==> src/rtl/pwmc_pkg.sv <==
package pwmc_pkg;

    // field widths
    localparam int SAMPLE_W          = 32;
    localparam int WEIGHT_W          = 16;
    localparam int PROD_W            = SAMPLE_W + WEIGHT_W;
    localparam int PANEL_DEPTH_DEF   = 64;

    typedef logic signed [SAMPLE_W-1:0] sample_t;
    typedef logic        [WEIGHT_W-1:0] weight_t;

    localparam sample_t SAMPLE_MAX = {1'b0, {(SAMPLE_W-1){1'b1}}};
    localparam sample_t SAMPLE_MIN = {1'b1, {(SAMPLE_W-1){1'b0}}};

    // panel sequencer states
    typedef enum logic [2:0] {
        S_LOAD,
        S_SUM,
        S_START,
        S_WAIT,
        S_DRAIN
    } pwmc_state_t;

endpackage

==> src/rtl/pwmc_if.sv <==
interface pwmc_in_if;
    import pwmc_pkg::*;

    logic    valid;
    logic    ready;
    sample_t sample;
    weight_t weight;
    logic    last_in_panel;

    modport source (output valid, output sample, output weight, output last_in_panel,
                    input ready);
    modport sink   (input valid, input sample, input weight, input last_in_panel,
                    output ready);
endinterface

interface pwmc_out_if;
    import pwmc_pkg::*;

    logic    valid;
    logic    ready;
    sample_t centered;
    logic    last_of_run;
    logic    zero_weight;
    logic    overflowed;

    modport source (output valid, output centered, output last_of_run, output zero_weight,
                    output overflowed, input ready);
    modport sink   (input valid, input centered, input last_of_run, input zero_weight,
                    input overflowed, output ready);
endinterface

==> src/rtl/pwmc_buf.sv <==
module pwmc_buf #(
    parameter int DEPTH  = pwmc_pkg::PANEL_DEPTH_DEF,
    parameter int ADDR_W = (DEPTH > 1) ? $clog2(DEPTH) : 1
) (
    input  logic                  clk,
    input  logic                  wr_en,
    input  logic [ADDR_W-1:0]     wr_addr,
    input  pwmc_pkg::sample_t     wr_data,
    input  logic                  rd_en,
    input  logic [ADDR_W-1:0]     rd_addr,
    output pwmc_pkg::sample_t     rd_data
);
    import pwmc_pkg::*;

    sample_t mem [DEPTH];
    sample_t rd_data_reg;

    // write port
    always_ff @(posedge clk)
    begin
        if (wr_en)
        begin
            mem[wr_addr] <= wr_data;
        end
    end

    // registered read port, holds when idle
    always_ff @(posedge clk)
    begin
        if (rd_en)
        begin
            rd_data_reg <= mem[rd_addr];
        end
    end

    assign rd_data = rd_data_reg;

endmodule

==> src/rtl/pwmc_div.sv <==
module pwmc_div #(
    parameter int NUM_W = 54,
    parameter int DEN_W = 22
) (
    input  logic                    clk,
    input  logic                    rst_n,
    input  logic                    start,
    input  logic signed [NUM_W-1:0] num,
    input  logic        [DEN_W-1:0] den,
    output logic                    done,
    output logic signed [NUM_W-1:0] quot
);
    import pwmc_pkg::*;

    localparam int CNT_W = $clog2(NUM_W + 1);

    logic             busy_reg;
    logic             done_reg;
    logic [CNT_W-1:0] cnt_reg;
    logic             neg_reg;
    logic [NUM_W-1:0] mag_reg;
    logic [DEN_W-1:0] rem_reg;
    logic [DEN_W-1:0] den_reg;

    logic [DEN_W:0]   trial;
    logic [DEN_W:0]   diff;
    logic             fits;
    logic [DEN_W-1:0] rem_next;
    logic [NUM_W-1:0] mag_next;

    // one restoring step: shift in the next dividend bit, subtract if it fits
    always_comb
    begin
        trial    = {rem_reg, mag_reg[NUM_W-1]};
        diff     = trial - {1'b0, den_reg};
        fits     = (trial >= {1'b0, den_reg});
        rem_next = fits ? diff[DEN_W-1:0] : trial[DEN_W-1:0];
        mag_next = {mag_reg[NUM_W-2:0], fits};
    end

    // control
    always_ff @(posedge clk or negedge rst_n)
    begin
        if (!rst_n)
        begin
            busy_reg <= 1'b0;
            done_reg <= 1'b0;
            cnt_reg  <= '0;
        end
        else
        begin
            done_reg <= 1'b0;
            if (start)
            begin
                busy_reg <= 1'b1;
                cnt_reg  <= '0;
            end
            else if (busy_reg)
            begin
                cnt_reg <= cnt_reg + 1'b1;
                if (cnt_reg == CNT_W'(NUM_W - 1))
                begin
                    busy_reg <= 1'b0;
                    done_reg <= 1'b1;
                end
            end
        end
    end

    // datapath: magnitude in, quotient bits shift in from the bottom
    always_ff @(posedge clk)
    begin
        if (start)
        begin
            neg_reg <= num[NUM_W-1];
            mag_reg <= num[NUM_W-1] ? NUM_W'(-num) : NUM_W'(num);
            rem_reg <= '0;
            den_reg <= den;
        end
        else if (busy_reg)
        begin
            mag_reg <= mag_next;
            rem_reg <= rem_next;
        end
    end

    assign done = done_reg;
    assign quot = neg_reg ? $signed(NUM_W'(-mag_reg)) : $signed(mag_reg);

endmodule

==> src/rtl/panel_weighted_mean_centering_core.sv <==
// channel   dir  payload                                          handshake
// items     in   sample(32,s) weight(16,u) last_in_panel(1)       valid/ready
// results   out  centered(32,s) last_of_run zero_weight overflowed valid/ready
//
// loading takes one word per cycle; samples up to the panel depth go into the panel
// buffer memory, and each weighted product is registered before it is added to the sum.
// closing a panel passes through the sum and start states and, while the shift-subtract
// divider works through every bit of the weighted sum (54 at the default depth), the wait
// state; a zero weight sum skips both. draining goes through a registered buffer read,
// one buffer entry per cycle unless results stalls, ahead of the output register.
// reset clears all control and panel state; the buffer itself needs no clearing.
// a stall on results holds the output register and the pending read; items waits
// only while a panel is being closed or drained.
module panel_weighted_mean_centering_core #(
    parameter int PANEL_DEPTH = pwmc_pkg::PANEL_DEPTH_DEF
) (
    input  logic        clk,
    input  logic        rst_n,
    pwmc_in_if.sink     items,
    pwmc_out_if.source  results
);
    import pwmc_pkg::*;

    localparam int ADDR_W = (PANEL_DEPTH > 1) ? $clog2(PANEL_DEPTH) : 1;
    localparam int CNT_W  = $clog2(PANEL_DEPTH + 1);
    localparam int SUM_W  = PROD_W + $clog2(PANEL_DEPTH);
    localparam int TOT_W  = WEIGHT_W + $clog2(PANEL_DEPTH);

    pwmc_state_t state_reg;
    pwmc_state_t state_next;

    logic [CNT_W-1:0]        cnt_reg;
    logic signed [SUM_W-1:0] wsum_reg;
    logic [TOT_W-1:0]        wtot_reg;
    logic                    ovf_reg;
    logic signed [PROD_W-1:0] prod_reg;
    logic                    prod_vld_reg;
    sample_t                 mean_reg;
    logic                    zero_reg;

    logic [CNT_W-1:0]        rd_idx_reg;
    logic                    rd_pend_reg;
    logic                    rd_last_reg;

    logic                    out_vld_reg;
    sample_t                 centered_reg;
    logic                    last_reg;
    logic                    zw_reg;
    logic                    of_reg;

    logic                    in_ready;
    logic                    div_start;
    logic                    in_acc;
    logic                    store;
    logic signed [PROD_W:0]  prod_full;
    logic                    load_out;
    logic                    rd_issue;
    logic                    drain_done;
    logic                    div_done;
    logic signed [SUM_W-1:0] div_quot;
    sample_t                 rd_data;
    logic signed [SAMPLE_W:0] diff;
    sample_t                 sat_val;

    // handshake and item path
    assign in_acc    = items.valid && items.ready;
    assign store     = in_acc && (cnt_reg < CNT_W'(PANEL_DEPTH));
    assign prod_full = $signed({items.sample[SAMPLE_W-1], items.sample})
                     * $signed({1'b0, items.weight});

    // drain pipeline control
    assign load_out   = rd_pend_reg && (!out_vld_reg || results.ready);
    assign rd_issue   = (state_reg == S_DRAIN) && (rd_idx_reg < cnt_reg)
                     && (!rd_pend_reg || load_out);
    assign drain_done = (state_reg == S_DRAIN) && (rd_idx_reg == cnt_reg) && !rd_pend_reg;

    // next state
    always_comb
    begin
        state_next = state_reg;
        unique case (state_reg)
            S_LOAD:
            begin
                if (in_acc && items.last_in_panel)
                begin
                    state_next = S_SUM;
                end
            end
            S_SUM:
            begin
                state_next = S_START;
            end
            S_START:
            begin
                state_next = (wtot_reg == '0) ? S_DRAIN : S_WAIT;
            end
            S_WAIT:
            begin
                if (div_done)
                begin
                    state_next = S_DRAIN;
                end
            end
            S_DRAIN:
            begin
                if (drain_done)
                begin
                    state_next = S_LOAD;
                end
            end
            default:
            begin
                state_next = S_LOAD;
            end
        endcase
    end

    // state outputs
    always_comb
    begin
        in_ready  = 1'b0;
        div_start = 1'b0;
        unique case (state_reg)
            S_LOAD:  in_ready  = 1'b1;
            S_START: div_start = (wtot_reg != '0);
            default:
            begin
                in_ready  = 1'b0;
                div_start = 1'b0;
            end
        endcase
    end

    assign items.ready = in_ready;

    always_ff @(posedge clk or negedge rst_n)
    begin
        if (!rst_n)
        begin
            state_reg <= S_LOAD;
        end
        else
        begin
            state_reg <= state_next;
        end
    end

    // panel accumulation
    always_ff @(posedge clk or negedge rst_n)
    begin
        if (!rst_n)
        begin
            cnt_reg      <= '0;
            wsum_reg     <= '0;
            wtot_reg     <= '0;
            ovf_reg      <= 1'b0;
            prod_vld_reg <= 1'b0;
        end
        else if (drain_done)
        begin
            cnt_reg      <= '0;
            wsum_reg     <= '0;
            wtot_reg     <= '0;
            ovf_reg      <= 1'b0;
            prod_vld_reg <= 1'b0;
        end
        else
        begin
            prod_vld_reg <= store;
            if (prod_vld_reg)
            begin
                wsum_reg <= wsum_reg
                          + {{(SUM_W-PROD_W){prod_reg[PROD_W-1]}}, prod_reg};
            end
            if (store)
            begin
                cnt_reg  <= cnt_reg + 1'b1;
                wtot_reg <= wtot_reg + TOT_W'(items.weight);
            end
            else if (in_acc)
            begin
                ovf_reg <= 1'b1;
            end
        end
    end

    // product register, one multiply per item
    always_ff @(posedge clk)
    begin
        if (store)
        begin
            prod_reg <= prod_full[PROD_W-1:0];
        end
    end

    // mean capture
    always_ff @(posedge clk or negedge rst_n)
    begin
        if (!rst_n)
        begin
            mean_reg <= '0;
            zero_reg <= 1'b0;
        end
        else if (state_reg == S_START)
        begin
            zero_reg <= (wtot_reg == '0);
            mean_reg <= '0;
        end
        else if (div_done)
        begin
            mean_reg <= div_quot[SAMPLE_W-1:0];
        end
    end

    pwmc_div #(
        .NUM_W (SUM_W),
        .DEN_W (TOT_W)
    ) u_div (
        .clk   (clk),
        .rst_n (rst_n),
        .start (div_start),
        .num   (wsum_reg),
        .den   (wtot_reg),
        .done  (div_done),
        .quot  (div_quot)
    );

    pwmc_buf #(
        .DEPTH  (PANEL_DEPTH),
        .ADDR_W (ADDR_W)
    ) u_buf (
        .clk     (clk),
        .wr_en   (store),
        .wr_addr (cnt_reg[ADDR_W-1:0]),
        .wr_data (items.sample),
        .rd_en   (rd_issue),
        .rd_addr (rd_idx_reg[ADDR_W-1:0]),
        .rd_data (rd_data)
    );

    // read sequencing
    always_ff @(posedge clk or negedge rst_n)
    begin
        if (!rst_n)
        begin
            rd_idx_reg  <= '0;
            rd_pend_reg <= 1'b0;
            rd_last_reg <= 1'b0;
        end
        else
        begin
            if (rd_issue)
            begin
                rd_idx_reg  <= rd_idx_reg + 1'b1;
                rd_pend_reg <= 1'b1;
                rd_last_reg <= (rd_idx_reg == cnt_reg - 1'b1);
            end
            else if (load_out)
            begin
                rd_pend_reg <= 1'b0;
            end
            if (drain_done)
            begin
                rd_idx_reg <= '0;
            end
        end
    end

    // subtract mean and saturate
    always_comb
    begin
        diff = {rd_data[SAMPLE_W-1], rd_data} - {mean_reg[SAMPLE_W-1], mean_reg};
        if (diff[SAMPLE_W] != diff[SAMPLE_W-1])
        begin
            sat_val = diff[SAMPLE_W] ? SAMPLE_MIN : SAMPLE_MAX;
        end
        else
        begin
            sat_val = diff[SAMPLE_W-1:0];
        end
    end

    // output register
    always_ff @(posedge clk or negedge rst_n)
    begin
        if (!rst_n)
        begin
            out_vld_reg <= 1'b0;
        end
        else if (load_out)
        begin
            out_vld_reg <= 1'b1;
        end
        else if (results.ready)
        begin
            out_vld_reg <= 1'b0;
        end
    end

    always_ff @(posedge clk)
    begin
        if (load_out)
        begin
            centered_reg <= sat_val;
            last_reg     <= rd_last_reg;
            zw_reg       <= zero_reg;
            of_reg       <= ovf_reg;
        end
    end

    assign results.valid       = out_vld_reg;
    assign results.centered    = centered_reg;
    assign results.last_of_run = last_reg;
    assign results.zero_weight = zw_reg;
    assign results.overflowed  = of_reg;

    // checks
    a_cnt_bound: assert property (@(posedge clk) disable iff (!rst_n)
        cnt_reg <= CNT_W'(PANEL_DEPTH))
        else $error("panel count beyond buffer depth");

    a_div_done_wait: assert property (@(posedge clk) disable iff (!rst_n)
        div_done |-> (state_reg == S_WAIT))
        else $error("divider finished outside the wait state");

    a_pend_in_drain: assert property (@(posedge clk) disable iff (!rst_n)
        rd_pend_reg |-> (state_reg == S_DRAIN))
        else $error("buffer read pending outside drain");

    a_ovf_mark: assert property (@(posedge clk) disable iff (!rst_n)
        (in_acc && !store && !items.last_in_panel) |=> ovf_reg)
        else $error("dropped word did not mark overflow");

endmodule

==> src/flat_wrapper.sv <==
// flat-port wrapper written by rule: the top's interface ports become plain ports
module panel_weighted_mean_centering_core_flat import pwmc_pkg::*;
#(
    parameter int PANEL_DEPTH = pwmc_pkg::PANEL_DEPTH_DEF
)
  (clk, rst_n, items_valid, items_sample, items_weight, items_last_in_panel, items_ready, results_valid, results_centered, results_last_of_run, results_zero_weight, results_overflowed, results_ready);
  pwmc_in_if items_i ();
  pwmc_out_if results_i ();
  input  logic clk;
  input  logic rst_n;
  input wire logic [$bits(items_i.valid)-1:0] items_valid;
  input wire logic [$bits(items_i.sample)-1:0] items_sample;
  input wire logic [$bits(items_i.weight)-1:0] items_weight;
  input wire logic [$bits(items_i.last_in_panel)-1:0] items_last_in_panel;
  output wire logic [$bits(items_i.ready)-1:0] items_ready;
  output wire logic [$bits(results_i.valid)-1:0] results_valid;
  output wire logic [$bits(results_i.centered)-1:0] results_centered;
  output wire logic [$bits(results_i.last_of_run)-1:0] results_last_of_run;
  output wire logic [$bits(results_i.zero_weight)-1:0] results_zero_weight;
  output wire logic [$bits(results_i.overflowed)-1:0] results_overflowed;
  input wire logic [$bits(results_i.ready)-1:0] results_ready;
  assign items_i.valid = items_valid;
  assign items_i.sample = items_sample;
  assign items_i.weight = items_weight;
  assign items_i.last_in_panel = items_last_in_panel;
  assign items_ready = items_i.ready;
  assign results_valid = results_i.valid;
  assign results_centered = results_i.centered;
  assign results_last_of_run = results_i.last_of_run;
  assign results_zero_weight = results_i.zero_weight;
  assign results_overflowed = results_i.overflowed;
  assign results_i.ready = results_ready;
  panel_weighted_mean_centering_core #(.PANEL_DEPTH(PANEL_DEPTH)) u_core (.clk(clk), .rst_n(rst_n), .items(items_i), .results(results_i));
endmodule
==> config.mk <==
export PLATFORM = sky130hd
export DESIGN_NAME = panel_weighted_mean_centering_core_flat
export DESIGN_NICKNAME = d
export VERILOG_FILES = /design/src/rtl/pwmc_pkg.sv /design/src/rtl/pwmc_if.sv /design/src/rtl/pwmc_buf.sv /design/src/rtl/pwmc_div.sv /design/src/rtl/panel_weighted_mean_centering_core.sv /design/src/flat_wrapper.sv
export SDC_FILE = /design/constraint.sdc
export NUM_CORES = 2
export LEC_CHECK = 0
export BUFFER_PORTS_ARGS = -buffer_cell sky130_fd_sc_hd__buf_2
export CAP_MARGIN = 5
export CORE_MARGIN = 2
export CORE_UTILIZATION = 43
export DETAILED_ROUTE_END_ITERATION = 10
export PLACE_DENSITY_LB_ADDON = 0.12
export SKIP_LAST_GASP = 1
export SLEW_MARGIN = 30
export SYNTH_ARGS = -nofsm -noshare
export SYNTH_HDL_FRONTEND = slang
export SYNTH_SLANG_ARGS = --single-unit
==> constraint.sdc <==
create_clock -name clk -period 19.2 [get_ports clk]
set_clock_uncertainty 0.2 [all_clocks]
set_input_delay 1.92 -clock clk [delete_from_list [all_inputs] [get_ports clk]]
set_output_delay 1.92 -clock clk [all_outputs]
set_load 0.05 [all_outputs]
==> reports/metrics.csv <==
metric,value,unit
routed length per instance,29.3,um
max frequency,111,MHz
Final ANT Viol Nets,0,
final instance area,131000,um2
Post-DP Area,122000,um2
Yosys top cell area share,57.7,%
number of global-route vias before repair,65700,
number of antenna violations at the first check in global routing,32,
Final Hold Fails,0,
vias per inst,5.73,
Setup Buffers After CTS,0,
CTS sink cnt,2401,
Critical Path AT,9.39,ns
setup TNS,0,ns
min-delay worst type,reg2reg,
final std cells w/o fill,11200,
Post-Syn Area,117000,um2
# port buffers,89,
CP max FO,49,
grt ovf,0,
r2r startpoint,u_core.rd_idx_reg[0]$_DFFE_PN0P_,
cts bufs inserted,270,
Clock Latency Late Sink,0.87,ns
starting DRC count in detailed routing,6530,
FP Rows,191,
synthesized flop and latch total,2401,
cell taking the most area after synthesis,edfxtp_1,
final period utilization,47.1,%
die height,525,um
pin count of the biggest net entering global routing,133,
worst setup margin,10.16,ns
Die W,525,um
PostCTS Resize Cnt,0,
H-tree level count,5,
unrepaired setup endpoints after global routing,false,
Max clock buf depth,4,
die area,275000,um2
total wire length,327,mm
IO Pins,90,
HPWL Detailed,197,mm
drt pass-1 iters,6,
Syn Area/Cell,16.2,um2
GRT Overall Usage,23.7,%
share of layout cells above drive strength 1,18.5,%
P per Cell Area,144,nW/um2
min-delay src,u_core.rd_last_reg$_DFFE_PN0P_,
total number of vias,63900,
NumNets Final,8169,
leakage power,0.0460,uW
Clock Pin Slew Worst Setup and Hold Paths,0.05,ns
# Max-Cap Violations,0,
ys async rst share,5.79,%
Place WS,9.32,ns
Hold Buf Count CTS,0,
Starting Density,43.1,%
Critical path origin,items_sample[14],
WP data required,19.54,ns
final setup vio count,0,
crit start category,primary input,
root buffer cell,clkbuf_16,
Worst Setup End Kind,register,
Yosys Warn Count,0,
maximum VDD drop,0.247,mV
dominant cells by area after synthesis,"edfxtp_1, mux4_2, fa_1",
WS Path Type,in2reg,
ys flop type,edfxtp_1,
Cells after Synth,7182,
net count after synthesis,7974,
slew at the pin closest to its max-slew limit,1.11,ns
RePlAce Congestion,0.841,
final hold slack,0.256,ns
Final min period,9.04,ns
Slew headroom,25.9,%
CTS tree,yes,
status,completed,
most common cell in the netlist,edfxtp_1,
"top cells by count, synth","edfxtp_1, inv_1, mux4_2, nand2_1, fa_1",
first-pass GRT wire length,472,mm
core box area,270000,um2
DRC,0,
"Seq/Total Area, Yosys",61.0,%
final slew viol count,0,
dpl cells,10700,
Largest register FFs,2048,
Post-synth EDFFs,2240,
"Distinct cells, synth",76,
area grow syn2layout,12.0,%
## layer usage
metal  wire length [um]  track usage [%]  part of all wire (%)
met4               6740             4.94                   2.1
met3              23700             4.26                   7.3
met5                384                0                  0.12
met2             153000             37.6                    47
met1             143000             34.5                    44
## final timing paths
| check | endpoint | slack (ns) | cells after the start |
|---|---|---|---|
| min in group asynchronous | u_core.u_div.cnt_reg[0]$_DFFE_PN0P_ | 0.89 | 1 |
| max in group asynchronous | u_core.prod_vld_reg$_DFF_PN0_ | 16.57 | 2 |
| worst max register to register | u_core.u_buf.rd_data[25]$_DFFE_PP_ | 13.57 | 6 |
| worst max-delay path | u_core.prod_reg[47]$_DFFE_PP_ | 10.16 | 21 |
| worst min register to register | u_core.results.last_of_run$_DFFE_PP_ | 0.26 | 0 |
| worst min-delay path | u_core.results.last_of_run$_DFFE_PP_ | 0.26 | 0 |
## where the power goes
part	internal, uW	switching [uW]
Sequential	6260	285
Combinational	3060	4280
Clock	2900	2080
Total	12200	6640
## metrics by stage
stage / total power [uW] / util (%)
after CTS: 19000 / 48.3
final: 18800 / 48.3
after global routing: 20200 / 48.3
after floorplan: 12100 / -
after detailed placement: 14000 / 45.2
after global placement: 14000 / 45.2
## cell type report
| cell class | instances | area, um2 |
|---|---|---|
| flip-flops and latches | 2401 | 71200 |
| multi-input cells | 3763 | 42200 |
| fillers | 22800 | 140000 |
| diodes | 12 | 30.0 |
| well taps | 3570 | 4470 |
| inverters | 688 | 2580 |
| repair buffers | 253 | 1820 |
| clock inverters | 130 | 1130 |
| clock buffers | 347 | 7250 |
## cells in the final DEF, fill, tap and decap left out, types with 17 or more instances in the layout
cell type,n
a211oi_1,55
a21o_1,73
a21oi_1,188
and2_1,230
and3_1,18
buf_2,87
buf_4,150
bufinv_16,17
clkbuf_1,63
clkbuf_16,276
clkinv_1,52
clkinv_2,34
dfrtp_1,131
dfxtp_1,22
edfxtp_1,2240
fa_1,488
ha_1,251
inv_1,687
inv_6,17
mux2i_1,43
mux4_2,672
nand2_1,489
nand2b_1,31
nand3_1,60
nand4_1,33
nor2_1,222
nor2_4,65
nor2b_1,25
nor3_1,30
o211ai_1,17
o21a_1,22
o21ai_0,223
o21bai_1,19
o31ai_1,40
o41ai_1,17
or3_1,22
xnor2_1,123
xor2_1,127
## cell families (layout without fill, tap and decap cells)
group                      after synthesis  in the layout  synth area share [%]
DFF                                   2401           2401                  61.0
and+or+nand+nor                       1300           1300                  5.30
buffers and inverters                 1018           1418                  3.28
AOI/OAI and AO/OA                      752            752                  4.03
adders and majority gates              745            745                  11.1
muxes                                  715            715                  13.3
xor gates and xnor gates               251            251                  1.89
other                                    0             12                     0
## worst max-delay path: stages
cell and delay [ns]:
buf_2 0.52, buf_4 0.71, nand2_1 0.17, fa_1 0.55
fa_1 0.52, fa_1 0.51, inv_1 0.05, fa_1 0.49
fa_1 0.49, inv_1 0.05, fa_1 0.47, inv_1 0.04
ha_1 0.22, o41ai_1 0.49, nand2_1 0.25, a41oi_1 0.48
o31ai_1 0.20, o41ai_1 0.51, o21ai_0 0.23, o221ai_1 0.24
xnor2_1 0.10
Power figures use the tool's default switching activity.
